**config.mk**
```make
export PLATFORM = sky130hd
export DESIGN_NAME = frame_pacing_counter_top
export DESIGN_NICKNAME = d
export VERILOG_FILES = /design/src/hdl/fpc_pkg.sv /design/src/hdl/fpc_div.sv /design/src/hdl/fpc_ctrl.sv /design/src/hdl/fpc_datapath.sv /design/src/hdl/frame_pacing_counter_top.sv
export SDC_FILE = /design/constraint.sdc
export NUM_CORES = 1
export LEC_CHECK = 0
export BUFFER_PORTS_ARGS = -buffer_cell sky130_fd_sc_hd__buf_4
export CORE_ASPECT_RATIO = 0.8
export CORE_MARGIN = 4
export CORE_UTILIZATION = 40
export DETAILED_ROUTE_END_ITERATION = 16
export GPL_TIMING_DRIVEN = 0
export MAX_ROUTING_LAYER = met4
export PLACE_DENSITY_LB_ADDON = 0.3
export SLEW_MARGIN = 15
export SYNTH_ARGS = -nofsm -noshare
export SYNTH_HDL_FRONTEND = slang
export SYNTH_SLANG_ARGS = --single-unit
```
**constraint.sdc**
```tcl
create_clock -name i_clk -period 11.8 [get_ports i_clk]
set_input_delay 2.36 -clock i_clk [delete_from_list [all_inputs] [get_ports i_clk]]
set_output_delay 2.36 -clock i_clk [all_outputs]
set_load 0.01 [all_outputs]
```
**src/hdl/fpc_pkg.sv**
```systemverilog
// ----------------------------------------------------------------------------
// fpc_pkg
// Shared types, codes and constants of the frame pacing counter.
// ----------------------------------------------------------------------------
`default_nettype none

package fpc_pkg;

    // Field widths fixed by the stream and configuration formats
    localparam int NOW_W        = 48;
    localparam int FRAME_W      = 32;
    localparam int RATIO_W      = 8;
    localparam int PERIOD_W     = 20;
    localparam int CFG_IDX_W    = 2;
    localparam int CFG_DATA_W   = 20;
    localparam int S_TDATA_W    = 48;
    localparam int M_TDATA_W    = 80;

    // Default internal time width (range 32 to 64)
    localparam int TIME_WIDTH_DEF = 48;

    // Saturation limit of the frame count
    localparam logic [FRAME_W-1:0] FRAME_SAT = '1;

    // Configuration register indexes
    localparam logic [CFG_IDX_W-1:0] CFG_VSYNC_MODE  = 2'd0;
    localparam logic [CFG_IDX_W-1:0] CFG_VSYNC_RATIO = 2'd1;
    localparam logic [CFG_IDX_W-1:0] CFG_PERIOD      = 2'd2;

    // Configuration reset values
    localparam logic                RST_VSYNC_MODE  = 1'b0;
    localparam logic [RATIO_W-1:0]  RST_VSYNC_RATIO = 8'd1;
    localparam logic [PERIOD_W-1:0] RST_PERIOD      = 20'd16666;

    // Operation codes carried on the input tuser
    localparam logic OP_ADVANCE = 1'b0;
    localparam logic OP_RESTART = 1'b1;

    typedef enum logic [1:0] {
        ST_IDLE,
        ST_LOAD,
        ST_DIV,
        ST_FINISH
    } t_state;

    // Controller to datapath
    typedef struct packed {
        logic load;    // capture input transfer
        logic prep;    // settle deadline, start divider
        logic step;    // one divider iteration
        logic commit;  // write result, update pacing state
    } t_ctrl_cmd;

    // Datapath to controller
    typedef struct packed {
        logic need_div;  // current item uses the divider
        logic out_free;  // output register can take a result
    } t_dp_status;

endpackage

`default_nettype wire

```
**src/hdl/fpc_div.sv**
```systemverilog
// ----------------------------------------------------------------------------
// fpc_div
// Restoring bit-serial divider, one quotient bit per step.
// ----------------------------------------------------------------------------
`default_nettype none

module fpc_div #(
    parameter int DIVIDEND_W = fpc_pkg::TIME_WIDTH_DEF,
    parameter int DIVISOR_W  = fpc_pkg::PERIOD_W
) (
    input  wire logic                  i_clk,
    input  wire logic                  i_load,
    input  wire logic                  i_step,
    input  wire logic [DIVIDEND_W-1:0] i_dividend,
    input  wire logic [DIVISOR_W-1:0]  i_divisor,
    output logic      [DIVIDEND_W-1:0] o_quotient,
    output logic      [DIVISOR_W-1:0]  o_remainder
);

    logic [DIVIDEND_W-1:0] r_quo, n_quo;
    logic [DIVISOR_W-1:0]  r_rem, n_rem;
    logic [DIVISOR_W-1:0]  r_dvs;
    logic [DIVISOR_W:0]    trial;
    logic [DIVISOR_W:0]    diff;
    logic                  fits;

    always_comb begin
        trial = {r_rem, r_quo[DIVIDEND_W-1]};
        diff  = trial - {1'b0, r_dvs};
        fits  = (trial >= {1'b0, r_dvs});
        n_rem = fits ? diff[DIVISOR_W-1:0] : trial[DIVISOR_W-1:0];
        n_quo = {r_quo[DIVIDEND_W-2:0], fits};
    end

    always_ff @(posedge i_clk) begin
        if (i_load) begin
            r_quo <= i_dividend;
            r_rem <= '0;
            r_dvs <= i_divisor;
        end else if (i_step) begin
            r_quo <= n_quo;
            r_rem <= n_rem;
        end
    end

    assign o_quotient  = r_quo;
    assign o_remainder = r_rem;

endmodule

`default_nettype wire

```
**src/hdl/fpc_ctrl.sv**
```systemverilog
// ----------------------------------------------------------------------------
// fpc_ctrl
// Sequencer: accept, prepare, iterate the divider, write the result.
// ----------------------------------------------------------------------------
`default_nettype none

module fpc_ctrl #(
    parameter int TIME_WIDTH = fpc_pkg::TIME_WIDTH_DEF
) (
    input  wire logic                i_clk,
    input  wire logic                i_rst_n,
    input  wire logic                i_in_valid,
    output logic                     o_in_ready,
    input  wire fpc_pkg::t_dp_status i_status,
    output fpc_pkg::t_ctrl_cmd       o_cmd
);

    localparam int CNT_W = $clog2(TIME_WIDTH);

    fpc_pkg::t_state r_state, n_state;
    logic [CNT_W-1:0] r_cnt, n_cnt;

    // Next state
    always_comb begin
        n_state = r_state;
        unique case (r_state)
            fpc_pkg::ST_IDLE: begin
                if (i_in_valid) n_state = fpc_pkg::ST_LOAD;
            end
            fpc_pkg::ST_LOAD: begin
                n_state = i_status.need_div ? fpc_pkg::ST_DIV : fpc_pkg::ST_FINISH;
            end
            fpc_pkg::ST_DIV: begin
                if (r_cnt == '0) n_state = fpc_pkg::ST_FINISH;
            end
            fpc_pkg::ST_FINISH: begin
                if (i_status.out_free) n_state = fpc_pkg::ST_IDLE;
            end
            default: n_state = fpc_pkg::ST_IDLE;
        endcase
    end

    // Outputs
    always_comb begin
        o_cmd        = '0;
        o_in_ready   = 1'b0;
        n_cnt        = r_cnt;
        unique case (r_state)
            fpc_pkg::ST_IDLE: begin
                // hold off transfers while reset is asserted
                o_in_ready = i_rst_n;
                o_cmd.load = i_in_valid && i_rst_n;
            end
            fpc_pkg::ST_LOAD: begin
                o_cmd.prep = 1'b1;
                n_cnt      = CNT_W'(TIME_WIDTH - 1);
            end
            fpc_pkg::ST_DIV: begin
                o_cmd.step = 1'b1;
                n_cnt      = r_cnt - 1'b1;
            end
            fpc_pkg::ST_FINISH: begin
                o_cmd.commit = i_status.out_free;
            end
            default: begin
                o_cmd = '0;
            end
        endcase
    end

    always_ff @(posedge i_clk) begin
        if (!i_rst_n) begin
            r_state <= fpc_pkg::ST_IDLE;
            r_cnt   <= '0;
        end else begin
            r_state <= n_state;
            r_cnt   <= n_cnt;
        end
    end

endmodule

`default_nettype wire

```
**src/hdl/fpc_datapath.sv**
```systemverilog
// ----------------------------------------------------------------------------
// fpc_datapath
// Configuration, pacing state, divider and output register.
// ----------------------------------------------------------------------------
`default_nettype none

module fpc_datapath #(
    parameter int TIME_WIDTH = fpc_pkg::TIME_WIDTH_DEF
) (
    input  wire logic                              i_clk,
    input  wire logic                              i_rst_n,
    input  wire logic                              i_cfg_we,
    input  wire logic [fpc_pkg::CFG_IDX_W-1:0]     i_cfg_idx,
    input  wire logic [fpc_pkg::CFG_DATA_W-1:0]    i_cfg_data,
    input  wire logic                              i_op,
    input  wire logic [fpc_pkg::NOW_W-1:0]         i_now,
    input  wire fpc_pkg::t_ctrl_cmd                i_cmd,
    output fpc_pkg::t_dp_status                    o_status,
    input  wire logic                              i_out_ready,
    output logic                                   o_out_valid,
    output logic [fpc_pkg::FRAME_W-1:0]            o_frames,
    output logic [fpc_pkg::NOW_W-1:0]              o_deadline,
    output logic                                   o_sleep
);

    localparam int WIDE_W = (TIME_WIDTH > fpc_pkg::NOW_W) ? TIME_WIDTH : fpc_pkg::NOW_W;

    // Configuration
    logic                           r_vsync_mode;
    logic [fpc_pkg::RATIO_W-1:0]    r_vsync_ratio;
    logic [fpc_pkg::PERIOD_W-1:0]   r_period;

    // Pacing state
    logic                           r_started;
    logic [TIME_WIDTH-1:0]          r_deadline;
    logic [fpc_pkg::RATIO_W-1:0]    r_phase;

    // Captured item
    logic                           r_op;
    logic [TIME_WIDTH-1:0]          r_now;
    logic                           r_early;

    // Output register
    logic                           r_out_valid;
    logic [fpc_pkg::FRAME_W-1:0]    r_frames;
    logic [fpc_pkg::NOW_W-1:0]      r_dl_out;
    logic                           r_sleep;

    logic [TIME_WIDTH-1:0]          eff_dl;
    logic [TIME_WIDTH-1:0]          period_t;
    logic [fpc_pkg::PERIOD_W-1:0]   period_nz;
    logic [TIME_WIDTH-1:0]          dividend;
    logic [fpc_pkg::PERIOD_W-1:0]   divisor;
    logic [TIME_WIDTH-1:0]          quo;
    logic [fpc_pkg::PERIOD_W-1:0]   rem;
    logic                           use_one;
    logic [fpc_pkg::FRAME_W-1:0]    timed_frames;
    logic [TIME_WIDTH-1:0]          n_deadline;
    logic                           ratio_div;

    always_comb begin
        period_nz = (r_period == '0) ? fpc_pkg::PERIOD_W'(1) : r_period;
        period_t  = TIME_WIDTH'(period_nz);
        eff_dl    = r_started ? r_deadline : r_now;
        ratio_div = (r_vsync_ratio > fpc_pkg::RATIO_W'(1));

        if (r_vsync_mode) begin
            dividend = TIME_WIDTH'({1'b0, r_phase}) + TIME_WIDTH'(1);
            divisor  = fpc_pkg::PERIOD_W'(r_vsync_ratio);
        end else begin
            dividend = r_now - eff_dl;
            divisor  = period_nz;
        end

        use_one = r_early || (quo == '0);
        if (use_one) begin
            timed_frames = fpc_pkg::FRAME_W'(1);
            n_deadline   = r_deadline + period_t;
        end else begin
            timed_frames = (quo > TIME_WIDTH'(fpc_pkg::FRAME_SAT)) ? fpc_pkg::FRAME_SAT
                                                                    : fpc_pkg::FRAME_W'(quo);
            // period * quotient equals the elapsed time less the remainder
            n_deadline   = r_now - TIME_WIDTH'(rem);
        end

        o_status.need_div = (r_op == fpc_pkg::OP_ADVANCE) && (!r_vsync_mode || ratio_div);
        o_status.out_free = !r_out_valid || i_out_ready;
    end

    fpc_div #(
        .DIVIDEND_W (TIME_WIDTH),
        .DIVISOR_W  (fpc_pkg::PERIOD_W)
    ) u_div (
        .i_clk       (i_clk),
        .i_load      (i_cmd.prep),
        .i_step      (i_cmd.step),
        .i_dividend  (dividend),
        .i_divisor   (divisor),
        .o_quotient  (quo),
        .o_remainder (rem)
    );

    // Configuration writes
    always_ff @(posedge i_clk) begin
        if (!i_rst_n) begin
            r_vsync_mode  <= fpc_pkg::RST_VSYNC_MODE;
            r_vsync_ratio <= fpc_pkg::RST_VSYNC_RATIO;
            r_period      <= fpc_pkg::RST_PERIOD;
        end else if (i_cfg_we) begin
            unique case (i_cfg_idx)
                fpc_pkg::CFG_VSYNC_MODE:  r_vsync_mode  <= i_cfg_data[0];
                fpc_pkg::CFG_VSYNC_RATIO: r_vsync_ratio <= i_cfg_data[fpc_pkg::RATIO_W-1:0];
                fpc_pkg::CFG_PERIOD:      r_period      <= i_cfg_data;
                default: ;
            endcase
        end
    end

    // Captured item and early flag
    always_ff @(posedge i_clk) begin
        if (i_cmd.load) begin
            r_op  <= i_op;
            r_now <= TIME_WIDTH'(WIDE_W'(i_now));
        end
        if (i_cmd.prep) begin
            r_early <= (r_now < eff_dl);
        end
    end

    // Pacing state
    always_ff @(posedge i_clk) begin
        if (!i_rst_n) begin
            r_started  <= 1'b0;
            r_deadline <= '0;
            r_phase    <= '0;
        end else begin
            if (i_cmd.prep && r_op == fpc_pkg::OP_ADVANCE && !r_vsync_mode) begin
                r_deadline <= eff_dl;
                r_started  <= 1'b1;
            end
            if (i_cmd.commit) begin
                if (r_op == fpc_pkg::OP_RESTART) begin
                    r_started <= 1'b0;
                end else if (r_vsync_mode) begin
                    if (ratio_div) r_phase <= rem[fpc_pkg::RATIO_W-1:0];
                end else begin
                    r_deadline <= n_deadline;
                end
            end
        end
    end

    // Output register
    always_ff @(posedge i_clk) begin
        if (!i_rst_n) begin
            r_out_valid <= 1'b0;
        end else if (i_cmd.commit) begin
            r_out_valid <= 1'b1;
        end else if (i_out_ready) begin
            r_out_valid <= 1'b0;
        end
    end

    always_ff @(posedge i_clk) begin
        if (i_cmd.commit) begin
            r_sleep <= !r_vsync_mode;
            if (r_op == fpc_pkg::OP_RESTART) begin
                r_frames <= '0;
                r_dl_out <= '0;
            end else if (r_vsync_mode) begin
                r_frames <= ratio_div ? fpc_pkg::FRAME_W'(rem == '0) : fpc_pkg::FRAME_W'(1);
                r_dl_out <= '0;
            end else begin
                r_frames <= timed_frames;
                r_dl_out <= fpc_pkg::NOW_W'(WIDE_W'(n_deadline));
            end
        end
    end

    assign o_out_valid = r_out_valid;
    assign o_frames    = r_frames;
    assign o_deadline  = r_dl_out;
    assign o_sleep     = r_sleep;

endmodule

`default_nettype wire

```
**src/hdl/frame_pacing_counter_top.sv**
```systemverilog
// ----------------------------------------------------------------------------
// frame_pacing_counter_top
// Works out how many content frames to run per display tick, by tick
// division in vsync mode or by elapsed-time pacing in timed mode.
// ----------------------------------------------------------------------------
//
//  Channel   Direction  Handshake          Payload
//  s_axis    in         tvalid / tready    tuser: operation; tdata: now_us
//  m_axis    out        tvalid / tready    tuser: sleep_needed;
//                                          tdata: frame_count, deadline_us
//  cfg       in         i_cfg_we only      i_cfg_idx, i_cfg_data
//
//  Timed advances and vsync advances with a ratio above one run the bit-serial
//  divider, one quotient bit per cycle, before the result is written. Restarts
//  and vsync advances with a ratio of one or less skip the divider. A new input
//  transfer is taken only once the previous item is written.
//  Reset is synchronous, active low; it clears configuration to its defaults,
//  the pacing state and the output register.
//  A stalled output holds the result; the next input transfer is still taken,
//  and its result waits in the final state until the output register frees.
// ----------------------------------------------------------------------------
`default_nettype none

module frame_pacing_counter_top #(
    parameter int TIME_WIDTH = fpc_pkg::TIME_WIDTH_DEF
) (
    input  wire logic                              i_clk,
    input  wire logic                              i_rst_n,

    // Configuration writes
    input  wire logic                              i_cfg_we,
    input  wire logic [fpc_pkg::CFG_IDX_W-1:0]     i_cfg_idx,
    input  wire logic [fpc_pkg::CFG_DATA_W-1:0]    i_cfg_data,

    // Input stream
    input  wire logic                              s_axis_tvalid,
    output logic                                   s_axis_tready,
    input  wire logic [fpc_pkg::S_TDATA_W-1:0]     s_axis_tdata,  // [47:0] now_us
    input  wire logic                              s_axis_tuser,  // [0] operation

    // Output stream
    output logic                                   m_axis_tvalid,
    input  wire logic                              m_axis_tready,
    output logic [fpc_pkg::M_TDATA_W-1:0]          m_axis_tdata,  // [31:0] frame_count,
                                                                  // [79:32] deadline_us
    output logic                                   m_axis_tuser   // [0] sleep_needed
);

    fpc_pkg::t_ctrl_cmd  cmd;
    fpc_pkg::t_dp_status status;

    logic [fpc_pkg::FRAME_W-1:0] frames;
    logic [fpc_pkg::NOW_W-1:0]   deadline;

    // Sequencer: owns the input handshake and the divider iteration count
    fpc_ctrl #(
        .TIME_WIDTH (TIME_WIDTH)
    ) u_ctrl (
        .i_clk      (i_clk),
        .i_rst_n    (i_rst_n),
        .i_in_valid (s_axis_tvalid),
        .o_in_ready (s_axis_tready),
        .i_status   (status),
        .o_cmd      (cmd)
    );

    // Datapath: configuration, pacing state, divider, output register
    fpc_datapath #(
        .TIME_WIDTH (TIME_WIDTH)
    ) u_dp (
        .i_clk       (i_clk),
        .i_rst_n     (i_rst_n),
        .i_cfg_we    (i_cfg_we),
        .i_cfg_idx   (i_cfg_idx),
        .i_cfg_data  (i_cfg_data),
        .i_op        (s_axis_tuser),
        .i_now       (s_axis_tdata),
        .i_cmd       (cmd),
        .o_status    (status),
        .i_out_ready (m_axis_tready),
        .o_out_valid (m_axis_tvalid),
        .o_frames    (frames),
        .o_deadline  (deadline),
        .o_sleep     (m_axis_tuser)
    );

    // Pack result fields, frame count in the low bits
    assign m_axis_tdata = {deadline, frames};

endmodule

`default_nettype wire

```
==> metrics.md <==
| Metric | Value |
|---|---|
| Core area | `50100 um^2` |
| Post-synth ARST share | `0` |
| Crit path from | `i_rst_n` |
| Critical-path top delay cell | `clkbuf_1` |
| GRT Total Usage | `0.280` |
| Setup TNS | `0 ns` |
| Area grow syn2layout | `16.3%` |
| CP Cell Sequence | `buf_4 -> clkbuf_1 -> and2_1 -> buf_4` |
| Die ar. | `54800 um^2` |
| Arrival time worst endpoint | `3.33 ns` |
| DR DRC count | `0` |
| Critical path's largest stage delay | `0.49 ns` |
| Via count | `18700` |
| Synth warn | `0` |
| Max VDD drop | `110 uV` |
| Port Buf Inserts | `158` |
| Hold WC Path Type | `reg -> reg` |
| Largest net degree at the start of global routing | `53` |
| CP endpoint kind | `output pin` |
| Grt ovf | `0` |
| Root Driver | `clkbuf_16` |
| Hpwl dp | `60.7 mm` |
| Sequential fraction of the synthesis area | `0.405` |
| Crit-path leading delay family | `buffers and inverters` |
| Critical Path Most Common Cell | `buf_4` |
| Most common cell after layout, fill and taps aside | `nor2_1` |
| Pleak | `0.00912 uW` |
| Area of the multi-input gates | `11400 um^2` |
| Post-synth cell types | `85` |
| Post-synth top flop | `edfxtp_1` |
| Mapped Nets | `2432` |
| Required time of the critical path | `9.44 ns` |
| Worst Hold Depth | `2` |
| Max Buffers Root-to-Sink | `3` |
| Yosys reg bits | `314` |
| CTS Sinks | `314` |
| Post-CTS setup buffers | `0` |
| Layout cells sized above 1 | `0.103` |
| Clock transition at path regs | `0.06 ns` |
| Reg2reg start | `u_dp.r_started` |
| Slew Limit Fails | `0` |
| Remaining antenna violation count | `0` |
| Ratio of final minimum period to clock period | `0.482` |
| WP depth | `4` |
| Synth Cell Area | `20400 um^2` |
| Number of global-route vias before repair | `17400` |
| CTS tree | `done` |
| Initial antenna violation count | `3` |
| Placer Congestion | `0.974` |
| WL final | `76.9 mm` |
| Worst skew pair latency | `0.56 ns` |
| Crit path launch type | `primary input` |
| Commonest non-fill, non-tap cells in the layout | `nor2_1, nand2_1, edfxtp_1` |
| FF-to-FF setup slack | `6.30 ns` |
| Final worst setup slack | `6.11 ns` |
| # nets final | `2631` |
| Measured slew at the worst slew-check pin | `1.16 ns` |
| CTS H-tree lvls | `2` |
| Mean post-synth cell area | `9.14 um^2` |
| Initial core utilization | `0.408` |
| Cts repair resizes | `0` |
| Pre-CTS worst setup slack | `6.13 ns` |
| Post-synthesis cell count | `2237` |
| Final Skew | `0.0281 ns` |
| Maxcap violations | `0` |
| Pre-antenna DRT Iters | `6` |
| Reg2reg end | `u_dp.u_div.o_quotient[39]` |
| Status | `finished clean` |
| Post-synth EDFFs | `199` |
| I/O Pins | `159` |
| Dpl cell area | `22600 um^2` |
| Worst R2R Path Depth | `15` |
| Final Instance Area | `23800 um^2` |
| Setup crit end | `s_axis_tready` |
| Fin util | `0.474` |
| Crit path max fanout | `10` |
| Post-DR wirelength/cell | `24.5 um` |
| First-pass GRT wire length | `113 mm` |
| Register area | `8280 um^2` |
| Final min period | `5.69 ns` |
| Hold Vio Cnt, Final | `0` |
| Crit path buf inv count | `3` |
| Cts hold-fix bufs | `0` |
| Filler cells | `4883` |
| Slew HR | `0.225` |
| Iter 0 DRT Violations | `2581` |
| Die width | `261 um` |
| RSZ-0062 raised after global routing | `no` |
| Chip Height | `210 um` |
| Row Count | `73` |
| CP Class | `in -> out` |
| Pwr per Cell Area | `234 nW/um^2` |
| Peak Freq | `0.176 GHz` |
| TritonCTS buffer count | `36` |
| Drt via density | `5.96` |
| Finish-stage setup viols | `0` |
-- registers in the layout (all words and copies together) (netlist names) --
| register | count |
|---|---|
| u_dp.o_frames | 32 |
| u_dp.r_deadline | 48 |
| u_dp.o_out_valid | 1 |
| u_dp.r_now | 48 |
| u_dp.u_div.o_quotient | 48 |
| u_dp.r_phase | 8 |
| u_dp.r_op | 1 |
| u_dp.r_period | 20 |
| u_dp.r_vsync_ratio | 8 |
| u_dp.r_early | 1 |
| u_dp.r_started | 1 |
| u_dp.o_sleep | 1 |
| u_dp.u_div.o_remainder | 20 |
| u_ctrl.r_state | 2 |
| u_dp.u_div.r_dvs | 20 |
| u_dp.r_vsync_mode | 1 |
| u_ctrl.r_cnt | 6 |
| u_dp.o_deadline | 48 |
-- how the worst min path moves through the flow --
stage / start / endpoint
after floorplan: u_dp.r_vsync_ratio[0] / u_dp.r_vsync_ratio[0]
after global placement: u_dp.r_period[0] / u_dp.r_period[0]
after detailed placement: u_dp.r_period[0] / u_dp.r_period[0]
after CTS: u_dp.r_period[0] / u_dp.r_period[0]
after global routing: u_dp.r_period[0] / u_dp.r_period[0]
final: u_dp.r_period[0] / u_dp.r_period[0]
-- final cells by class --
type | count | share of cell area
plain buffers | 127 | 0.0201
well taps | 675 | 0.0355
clock inverters | 21 | 0.0101
inverters | 94 | 0.0149
clock buffers | 45 | 0.0406
diodes | 1 | 0.000105
repair buffers | 161 | 0.0521
multi-input cells | 1702 | 0.478
flip-flops and latches | 314 | 0.348
-- logic make-up (layout without fill, tap and decap cells) --
group / after synthesis / count (layout) / synth area share
AOI/OAI and AO/OA: 608 / 608 / 0.200
xor gates and xnor gates: 125 / 125 / 0.0535
adders and majority gates: 119 / 119 / 0.0743
buffers and inverters: 221 / 448 / 0.0406
DFF: 314 / 314 / 0.405
muxes: 102 / 102 / 0.0505
other: 0 / 1 / 0
and+or+nand+nor: 748 / 748 / 0.176
-- per-layer routing --
metal / share of wire / vias to the layer above / routed length [um] / global-route usage
met4: 0.023 / 0 / 1760 / 0.0657
li1: - / 8683 / - / -
met1: 0.48 / 8915 / 36800 / 0.430
met3: 0.13 / 114 / 10100 / 0.0992
met5: 0 / - / 0 / -
met2: 0.37 / 1012 / 28300 / 0.342
-- through the flow --
step / hold slack [ns] / power [uW] / instances
final: 0.466 / 5560 / 3140
after global routing: 0.508 / 5860 / 3140
after CTS: 0.470 / 5480 / 3139
after detailed placement: 0.462 / 4300 / 3073
after global placement: 0.460 / 4270 / 3070
after floorplan: 0.440 / 3420 / 2237
-- synthesized netlist by cell type, types with 59 or more instances --
| master | instances | share of area |
|---|---|---|
| a21oi_1 | 127 | 0.031 |
| clkbuf_1 | 117 | 0.021 |
| dfxtp_1 | 115 | 0.11 |
| edfxtp_1 | 199 | 0.29 |
| ha_1 | 115 | 0.070 |
| inv_1 | 90 | 0.017 |
| mux2i_1 | 92 | 0.045 |
| nand2_1 | 210 | 0.039 |
| nand3_1 | 60 | 0.015 |
| nor2_1 | 211 | 0.039 |
| o21ai_0 | 108 | 0.026 |
| xnor2_1 | 59 | 0.025 |
| xor2_1 | 66 | 0.028 |
-- report_power, final --
group	internal [uW]	switching [uW]	leakage, uW
logic	936	1640	0.00574
registers	1530	286	0.00279
clock network	677	494	0.000579
-- worst register-to-register path, delay by kind of cell (launching register included) --
family / cells / cell delay, ns
multiplexers: 1 / 0.70
adder cells (fa/ha/maj): 1 / 0.42
AO/OA/AOI/OAI: 7 / 1.65
AND/OR/NAND/NOR: 2 / 0.32
flip-flops: 1 / 0.31
buffers and inverters: 4 / 1.87
No activity file was read; power rests on OpenSTA's default activity.
